===== src/assert_macros.svh =====
// Assertion macros used by the top module of the closest-neighbour volume search.
`ifndef ASSERT_MACROS_SVH
`define ASSERT_MACROS_SVH

// Concurrent assertion on a given clock and active-low reset.
`define ASSERT_AT(label, clk, rst_n, prop, msg) \
  label: assert property (@(posedge clk) disable iff (!rst_n) prop) \
    else $error(msg);

// Concurrent assertion on the usual clock and reset of this project.
`define ASSERT_STD(label, prop, msg) \
  `ASSERT_AT(label, clk_i, rst_ni, prop, msg)

`endif


===== src/cnvs_pkg.sv =====
// Types and constants shared by the closest-neighbour volume search modules.
`timescale 1ns / 1ps

package cnvs_pkg;

  localparam int CoordW  = 19;
  localparam int OffsetW = 18;
  localparam int IdxW    = 4;
  localparam int OpW     = 2;

  localparam logic [OpW-1:0] OpWrite    = 2'd0;
  localparam logic [OpW-1:0] OpClosest  = 2'd1;
  localparam logic [OpW-1:0] OpAdjacent = 2'd2;

  typedef struct packed {
    logic signed [CoordW-1:0] z;
    logic signed [CoordW-1:0] y;
    logic signed [CoordW-1:0] x;
  } centre_t;

endpackage


===== src/cnvs_table.sv =====
// Centre table memory with per-entry valid bits and one registered read port.
`timescale 1ns / 1ps

module cnvs_table #(
  parameter int Depth = 16,
  parameter int AddrW = 4
) (
  input  logic                 clk_i,
  input  logic                 rst_ni,
  input  logic                 wr_en_i,
  input  logic [AddrW-1:0]     wr_addr_i,
  input  cnvs_pkg::centre_t    wr_centre_i,
  input  logic                 rd_en_i,
  input  logic [AddrW-1:0]     rd_addr_i,
  output cnvs_pkg::centre_t    rd_centre_o,
  output logic                 rd_valid_o
);

  cnvs_pkg::centre_t mem_q [Depth];
  logic [Depth-1:0]  valid_q;
  cnvs_pkg::centre_t rd_centre_q;
  logic              rd_valid_q;

  always_ff @(posedge clk_i) begin
    if (wr_en_i) begin
      mem_q[wr_addr_i] <= wr_centre_i;
    end
    if (rd_en_i) begin
      rd_centre_q <= mem_q[rd_addr_i];
    end
  end

  always_ff @(posedge clk_i or negedge rst_ni) begin
    if (!rst_ni) begin
      valid_q    <= '0;
      rd_valid_q <= 1'b0;
    end else begin
      if (wr_en_i) begin
        valid_q[wr_addr_i] <= 1'b1;
      end
      if (rd_en_i) begin
        rd_valid_q <= valid_q[rd_addr_i];
      end
    end
  end

  assign rd_centre_o = rd_centre_q;
  assign rd_valid_o  = rd_valid_q;

endmodule


===== src/closest_neighbour_volume_search_top.sv =====
// A write answers without a table scan; a closest query reads the queried entry, then
// scans the whole table, and an adjacency query runs four such read-and-scan passes.
// Requests are taken one at a time; each scan reads the single table port once per entry,
// plus one read of the queried entry.
// The next request is taken in the cycle the answer is presented, once the output is free.
// Reset clears all valid bits at once, sets max_offset to 300 and empties the output.
`timescale 1ns / 1ps
`include "assert_macros.svh"

module closest_neighbour_volume_search_top #(
  parameter int TABLE_DEPTH = 16
) (
  input  logic        clk_i,
  input  logic        rst_ni,
  input  logic        cfg_we_i,
  input  logic [17:0] cfg_wdata_i,     // max_offset
  input  logic        s_axis_tvalid,
  output logic        s_axis_tready,
  // entry_index, second_index, center_x, center_y, center_z, look_positive, zero pad
  input  logic [71:0] s_axis_tdata,
  input  logic [1:0]  s_axis_tuser,    // operation
  output logic        m_axis_tvalid,
  input  logic        m_axis_tready,
  output logic [7:0]  m_axis_tdata     // found, closest_index, adjacent, zero pad
);

  localparam int AW = (TABLE_DEPTH > 1) ? $clog2(TABLE_DEPTH) : 1;
  localparam logic [AW-1:0] LastIdx = AW'(TABLE_DEPTH - 1);

  localparam logic [2:0] StIdle = 3'd0;
  localparam logic [2:0] StRdQ  = 3'd1;
  localparam logic [2:0] StCapQ = 3'd2;
  localparam logic [2:0] StScan = 3'd3;
  localparam logic [2:0] StStep = 3'd4;
  localparam logic [2:0] StFin  = 3'd5;

  logic [2:0]                state_q, state_d;
  logic [cnvs_pkg::OpW-1:0]  op_q, op_d;
  logic [cnvs_pkg::IdxW-1:0] a_q, a_d, b_q, b_d;
  logic                      pos_q, pos_d;
  logic [1:0]                step_q, step_d;
  logic [AW-1:0]             cnt_q, cnt_d;
  logic                      qvalid_q, qvalid_d;
  cnvs_pkg::centre_t         qc_q, qc_d;
  logic                      pv_q, pv_d;
  logic [AW-1:0]             pidx_q, pidx_d;
  logic                      have_q, have_d;
  logic [19:0]               bdx_q, bdx_d;
  logic [AW-1:0]             bidx_q, bidx_d;
  logic [3:0]                hits_q, hits_d;
  logic                      rf_q, rf_d, ra_q, ra_d;
  logic [cnvs_pkg::IdxW-1:0] ri_q, ri_d;
  logic                      mv_q, mv_d, mf_q, mf_d, ma_q, ma_d;
  logic [cnvs_pkg::IdxW-1:0] mi_q, mi_d;
  logic [17:0]               maxoff_q;

  logic                      s_acc;
  logic [cnvs_pkg::OpW-1:0]  in_op;
  logic [cnvs_pkg::IdxW-1:0] in_a, in_b;
  cnvs_pkg::centre_t         in_centre;
  logic                      wr_en;
  logic                      rd_en;
  logic [AW-1:0]             rd_addr;
  cnvs_pkg::centre_t         rd_centre;
  logic                      rd_valid;

  logic [cnvs_pkg::IdxW-1:0] cur_idx;
  logic                      cur_pos;
  logic                      cur_in_range;
  logic [AW-1:0]             cur_addr;
  logic [19:0]               ddx, ddy, ddz, adx, ady, adz;
  logic                      keep, take;
  logic                      found_s;
  logic [cnvs_pkg::IdxW-1:0] idx_s;
  logic                      hit_s;

  assign in_op       = s_axis_tuser;
  assign in_a        = s_axis_tdata[3:0];
  assign in_b        = s_axis_tdata[7:4];
  assign in_centre.x = s_axis_tdata[26:8];
  assign in_centre.y = s_axis_tdata[45:27];
  assign in_centre.z = s_axis_tdata[64:46];

  assign s_axis_tready = (state_q == StIdle);
  assign s_acc         = s_axis_tvalid && s_axis_tready;
  assign wr_en         = s_acc && (in_op == cnvs_pkg::OpWrite) && (32'(in_a) < TABLE_DEPTH);

  assign cur_idx      = (op_q == cnvs_pkg::OpClosest) ? a_q : (step_q[0] ? a_q : b_q);
  assign cur_pos      = (op_q == cnvs_pkg::OpClosest) ? pos_q :
                        ((step_q == 2'd0) || (step_q == 2'd3));
  assign cur_in_range = (32'(cur_idx) < TABLE_DEPTH);
  assign cur_addr     = AW'(cur_idx);

  assign rd_en   = (state_q == StRdQ) || (state_q == StScan);
  assign rd_addr = (state_q == StRdQ) ? cur_addr : cnt_q;

  cnvs_table #(
    .Depth (TABLE_DEPTH),
    .AddrW (AW)
  ) u_table (
    .clk_i       (clk_i),
    .rst_ni      (rst_ni),
    .wr_en_i     (wr_en),
    .wr_addr_i   (AW'(in_a)),
    .wr_centre_i (in_centre),
    .rd_en_i     (rd_en),
    .rd_addr_i   (rd_addr),
    .rd_centre_o (rd_centre),
    .rd_valid_o  (rd_valid)
  );

  // Candidate test on the entry read in the previous cycle.
  always_comb begin
    ddx  = {rd_centre.x[18], rd_centre.x} - {qc_q.x[18], qc_q.x};
    ddy  = {rd_centre.y[18], rd_centre.y} - {qc_q.y[18], qc_q.y};
    ddz  = {rd_centre.z[18], rd_centre.z} - {qc_q.z[18], qc_q.z};
    adx  = ddx[19] ? (~ddx + 20'd1) : ddx;
    ady  = ddy[19] ? (~ddy + 20'd1) : ddy;
    adz  = ddz[19] ? (~ddz + 20'd1) : ddz;
    keep = rd_valid && (pidx_q != cur_addr) && (cur_pos == (rd_centre.x > qc_q.x)) &&
           (ady <= {2'b00, maxoff_q}) && (adz <= {2'b00, maxoff_q});
    take = pv_q && keep && (!have_q || (adx < bdx_q));
    have_d = have_q || take;
    bdx_d  = take ? adx : bdx_q;
    bidx_d = take ? pidx_q : bidx_q;
  end

  assign found_s = qvalid_q && have_d;
  assign idx_s   = found_s ? cnvs_pkg::IdxW'(bidx_d) : '0;
  assign hit_s   = found_s && (idx_s == (step_q[0] ? b_q : a_q));

  always_comb begin
    state_d  = state_q;
    op_d     = op_q;
    a_d      = a_q;
    b_d      = b_q;
    pos_d    = pos_q;
    step_d   = step_q;
    cnt_d    = cnt_q;
    qvalid_d = qvalid_q;
    qc_d     = qc_q;
    pv_d     = 1'b0;
    pidx_d   = pidx_q;
    hits_d   = hits_q;
    rf_d     = rf_q;
    ri_d     = ri_q;
    ra_d     = ra_q;
    mv_d     = mv_q && !m_axis_tready;
    mf_d     = mf_q;
    mi_d     = mi_q;
    ma_d     = ma_q;
    unique case (state_q)
      StIdle: begin
        if (s_acc) begin
          op_d   = in_op;
          a_d    = in_a;
          b_d    = in_b;
          pos_d  = s_axis_tdata[65];
          step_d = 2'd0;
          rf_d   = 1'b0;
          ri_d   = '0;
          ra_d   = 1'b0;
          if ((in_op == cnvs_pkg::OpClosest) || (in_op == cnvs_pkg::OpAdjacent)) begin
            state_d = StRdQ;
          end else begin
            state_d = StFin;
          end
        end
      end
      StRdQ: begin
        state_d = StCapQ;
      end
      StCapQ: begin
        qc_d     = rd_centre;
        qvalid_d = rd_valid && cur_in_range;
        cnt_d    = '0;
        state_d  = StScan;
      end
      StScan: begin
        pv_d   = 1'b1;
        pidx_d = cnt_q;
        cnt_d  = cnt_q + AW'(1);
        if (cnt_q == LastIdx) begin
          state_d = StStep;
        end
      end
      StStep: begin
        if (op_q == cnvs_pkg::OpClosest) begin
          rf_d    = found_s;
          ri_d    = idx_s;
          state_d = StFin;
        end else begin
          hits_d[step_q] = hit_s;
          if (step_q == 2'd3) begin
            ra_d    = (hits_q[0] && hits_q[1]) || (hits_q[2] && hit_s);
            state_d = StFin;
          end else begin
            step_d  = step_q + 2'd1;
            state_d = StRdQ;
          end
        end
      end
      StFin: begin
        if (!mv_q || m_axis_tready) begin
          mv_d    = 1'b1;
          mf_d    = rf_q;
          mi_d    = ri_q;
          ma_d    = ra_q;
          state_d = StIdle;
        end
      end
      default: begin
        state_d = StIdle;
      end
    endcase
  end

  always_ff @(posedge clk_i or negedge rst_ni) begin
    if (!rst_ni) begin
      state_q  <= StIdle;
      pv_q     <= 1'b0;
      have_q   <= 1'b0;
      mv_q     <= 1'b0;
      maxoff_q <= 18'd300;
    end else begin
      state_q <= state_d;
      pv_q    <= pv_d;
      have_q  <= (state_q == StCapQ) ? 1'b0 : have_d;
      mv_q    <= mv_d;
      if (cfg_we_i) begin
        maxoff_q <= cfg_wdata_i;
      end
    end
  end

  always_ff @(posedge clk_i) begin
    op_q     <= op_d;
    a_q      <= a_d;
    b_q      <= b_d;
    pos_q    <= pos_d;
    step_q   <= step_d;
    cnt_q    <= cnt_d;
    qvalid_q <= qvalid_d;
    qc_q     <= qc_d;
    pidx_q   <= pidx_d;
    bdx_q    <= bdx_d;
    bidx_q   <= bidx_d;
    hits_q   <= hits_d;
    rf_q     <= rf_d;
    ri_q     <= ri_d;
    ra_q     <= ra_d;
    mf_q     <= mf_d;
    mi_q     <= mi_d;
    ma_q     <= ma_d;
  end

  assign m_axis_tvalid = mv_q;
  assign m_axis_tdata  = {2'b00, ma_q, mi_q, mf_q};

  `ASSERT_STD(a_scan_only_while_busy,
    pv_q |-> ((state_q == StScan) || (state_q == StStep)),
    "Table data processed outside a scan")
  `ASSERT_STD(a_no_found_with_adjacent,
    m_axis_tvalid |-> !(mf_q && ma_q),
    "Closest and adjacency answers both set")
  `ASSERT_STD(a_scan_enters_step,
    (state_q == StScan) && (cnt_q == LastIdx) |=> (state_q == StStep) && pv_q,
    "Scan did not close on its last entry")
  `ASSERT_STD(a_not_found_zero_index,
    m_axis_tvalid && !mf_q |-> (mi_q == '0),
    "Index reported without a neighbour")

endmodule

===== config.mk =====
export PLATFORM = sky130hd
export DESIGN_NAME = closest_neighbour_volume_search_top
export DESIGN_NICKNAME = d
export VERILOG_FILES = /design/src/cnvs_pkg.sv /design/src/cnvs_table.sv /design/src/closest_neighbour_volume_search_top.sv
export VERILOG_INCLUDE_DIRS = /design/src /design/src/src
export SDC_FILE = /design/constraint.sdc
export NUM_CORES = 2
export LEC_CHECK = 0
export BUFFER_PORTS_ARGS = -buffer_cell sky130_fd_sc_hd__buf_2
export CAP_MARGIN = 40
export CORE_MARGIN = 2
export CORE_UTILIZATION = 41
export DETAILED_ROUTE_END_ITERATION = 8
export GPL_TIMING_DRIVEN = 0
export PLACE_DENSITY = 0.7
export SYNTH_ARGS = -nofsm -noshare
export SYNTH_HDL_FRONTEND = slang
export SYNTH_SLANG_ARGS = --single-unit
export TNS_END_PERCENT = 20

===== constraint.sdc =====
create_clock -name clk_i -period 5.8 [get_ports clk_i]
set_input_delay 0.87 -clock clk_i [delete_from_list [all_inputs] [get_ports clk_i]]
set_output_delay 0.87 -clock clk_i [all_outputs]
set_load 0.05 [all_outputs]

==> results.txt <==
status -> finished, violations left
failing checks -> setup timing
Crit Path Max Fanout -> 5
Gate Count Post-Synth -> 2773
GPL Wtd Cong -> 0.821
Mean Syn Cell Area -> 17.4 um^2
post-layout min period -> 6.15 ns
hold_buf cts -> 0
worst-case clock buffer depth -> 3
Syn-to-layout area delta -> 16.8%
CP max stage cell -> edfxtp_1
Ys Warns -> 0
Final Power -> 34.0 mW
CTS tree -> built
remaining global-route overflow -> 0
register area share after synthesis -> 69.8%
largest net degree at the start of global routing -> 33
Multi-input gate area -> 14200 um^2
HPWL after DPL -> 73000 um
Synth top area share -> 67.5%
Worst Path Class, Setup -> flop to flop
CTS root buf -> clkbuf_16
row count -> 125
synthesis-stage register bit count -> 1128
total CTS buffers -> 107
Top Ports -> 107
antenna violations before repair -> 21
mean routed wirelength per cell -> 22.9 um
H-Tree Level Count -> 3
final wirelength -> 108000 um
Final Cycle Share -> 106%
Synth area leader -> edfxtp_1
Total Routing Usage GR -> 17.6%
fill cell total of the finished layout -> 9510
register area -> 33600 um^2
global-route wire length before repair -> 161000 um
first drt pass iteration count -> 5
mapped cell area -> 48200 um^2
final setup skew -> 0.0559 ns
Finished Cell Area -> 56200 um^2
worst min path class -> primary input to asynchronous set/reset pin
number of I/O port buffers -> 97
maximum VDD drop -> 0.000321 V
clk_lat worst skew -> 0.70 ns
power density over the cells -> 604 nW/um^2
starting density of the core -> 41.4%
ys async rst share -> 3.63%
layout cells sized above 1 -> 24.3%
unrepaired setup endpoints after global routing -> true
Worst Setup Start Kind -> flop
most frequent cells in the layout -> edfxtp_1, mux4_2, a21oi_1
Clk pin slew, worst setup/hold paths -> 0.06 ns
Top FF cell, synth -> edfxtp_1
Iter 0 DRT Violations -> 2519
vias in the first global route -> 25900
Worst Path Required -> 6.32 ns
Yosys cell types -> 86
top cells by area, synth -> edfxtp_1, mux4_2, ha_1
reg2reg setup slack -> -0.35 ns
Critical Path AT -> 6.67 ns
fmax -> 0.163 GHz
clock sink count -> 1128
Die Span Y -> 347 um
CP peak stage delay -> 0.42 ns
final worst slack -> -0.349 ns
DRC Markers -> 0
endpoint class of the critical path -> flop
placed inst area -> 51900 um^2
# Max-Cap Violations -> 0
die width -> 347 um
Via density -> 5.55
most used cell, CP -> nand4_1
die area -> 120000 um^2
commonest non-fill, non-tap cell in the layout -> edfxtp_1
Final Hold Viols -> 0
Post-synth EDFFs -> 1083
Rel. slew slack -> 38.7%
Routed Antenna Nets -> 0
Core Region -> 116000 um^2
vias -> 26200
# setup viols final -> 8
Pleak -> 19.1 nW
Final #Nets -> 3310
Worst Tran Pin Value -> 0.914 ns
Slew Viols, Final -> 0
==> per-layer routing <==
metal	routed length, um	vias up	track usage, %
met1	44900	13400	24.2
met4	2210	12	4.87
met3	7180	162	2.86
li1	-	11700	-
met2	53300	900	29.2
met5	72	-	0
==> registers in the layout, summed over array words and instances, names as in the netlist, 3 cells and up <==
name                 cells
u_table.valid_q         16
u_table.rd_centre_o     57
a_q                      4
cnt_q                    4
bidx_q                   4
qc_q                    57
u_table.mem_q          912
hits_q                   3
mi_q                     4
ri_q                     4
pidx_q                   4
bdx_q                   20
maxoff_q                18
state_q                  3
b_q                      4
==> where the power goes <==
part / leakage (nW) / switching [mW] / total [mW] / internal, mW
clock: 1.72 / 3.07 / 7.03 / 3.96
sequential: 10.4 / 0.368 / 10.3 / 9.93
combinational: 6.97 / 9.36 / 16.6 / 7.27
total: 19.1 / 12.8 / 34.0 / 21.2
==> cell type report <==
type / instances / share of cell area [%]
inverter: 124 / 0.828
clock buffer: 120 / 4.85
multi-input combinational: 1404 / 25.2
clock inverter: 81 / 1.50
buffer: 107 / 0.848
sequential: 1128 / 59.8
antenna: 6 / 0.0267
tap: 1524 / 3.39
timing repair buffer: 216 / 3.55
==> Yosys cell counts, drive strengths merged, types with 24 or more instances <==
library cell,instances
buf,30
nor2b,81
xnor2,64
mux4,232
a21o,34
mux2i,69
dfrtp,37
a21oi,143
o21ai,72
nor2,84
a211oi,71
xor2,35
nor3,25
edfxtp,1083
inv,124
or2,24
clkbuf,88
nand2,93
ha,122
==> what timing repair did <==
item                       4_1_cts  5_1_grt
pin swaps                       20       43
setup endpoints to repair       33       36
resized for setup               37       84
buffers inserted                18       21
==> critical path: cells and delay by family (launching register included) <==
| family | cells | cell delay, ns |
|---|---|---|
| AOI/OAI and AO/OA | 7 | 1.55 |
| xor gates and xnor gates | 2 | 0.28 |
| adders and majority gates | 2 | 0.65 |
| buffers and inverters | 2 | 0.32 |
| DFF | 1 | 0.42 |
| muxes | 1 | 0.32 |
| and+or+nand+nor | 11 | 2.43 |
==> path summary, 6_finish.rpt <==
check,start,end,cells past startpoint
worst min register to register,ri_q[1],mi_q[1],0
min in group clk_i,s_axis_tdata[65],pos_q,1
worst max-delay path,u_table.rd_centre_o[23],ra_q,25
worst min-delay path,rst_ni,u_table.valid_q[9],1
worst max register to register,u_table.rd_centre_o[23],ra_q,25
max in group asynchronous,rst_ni,maxoff_q[3],2
==> kinds of logic (layout without fill, tap and decap cells) <==
logic type      after synthesis  after routing  share of synthesized area (%)
buf+inv                     242            648                           1.98
compound gates              440            440                           5.95
other cells                   1              8                        0.00779
mux                         308            308                           12.4
simple gates                430            430                           4.70
fa+ha+maj                   125            125                           3.29
xor+xnor                     99             99                           1.80
flops                      1128           1128                           69.8
==> per-stage QoR <==
stage,std cells,setup WS (ns),util [%],hold WS (ns),TNS [ns]
after floorplan,2774,-1.22,-,0.400,-165.72
after global placement,4395,-4.96,43.5,0.406,-2187.77
after detailed placement,4475,-1.35,44.6,0.406,-19.91
after CTS,4692,-0.404,47.9,0.0864,-2.32
after global routing,4707,-0.659,48.3,0.131,-5.11
final,4710,-0.349,48.3,0.114,-1.81
No activity file was read; power rests on OpenSTA's default activity.
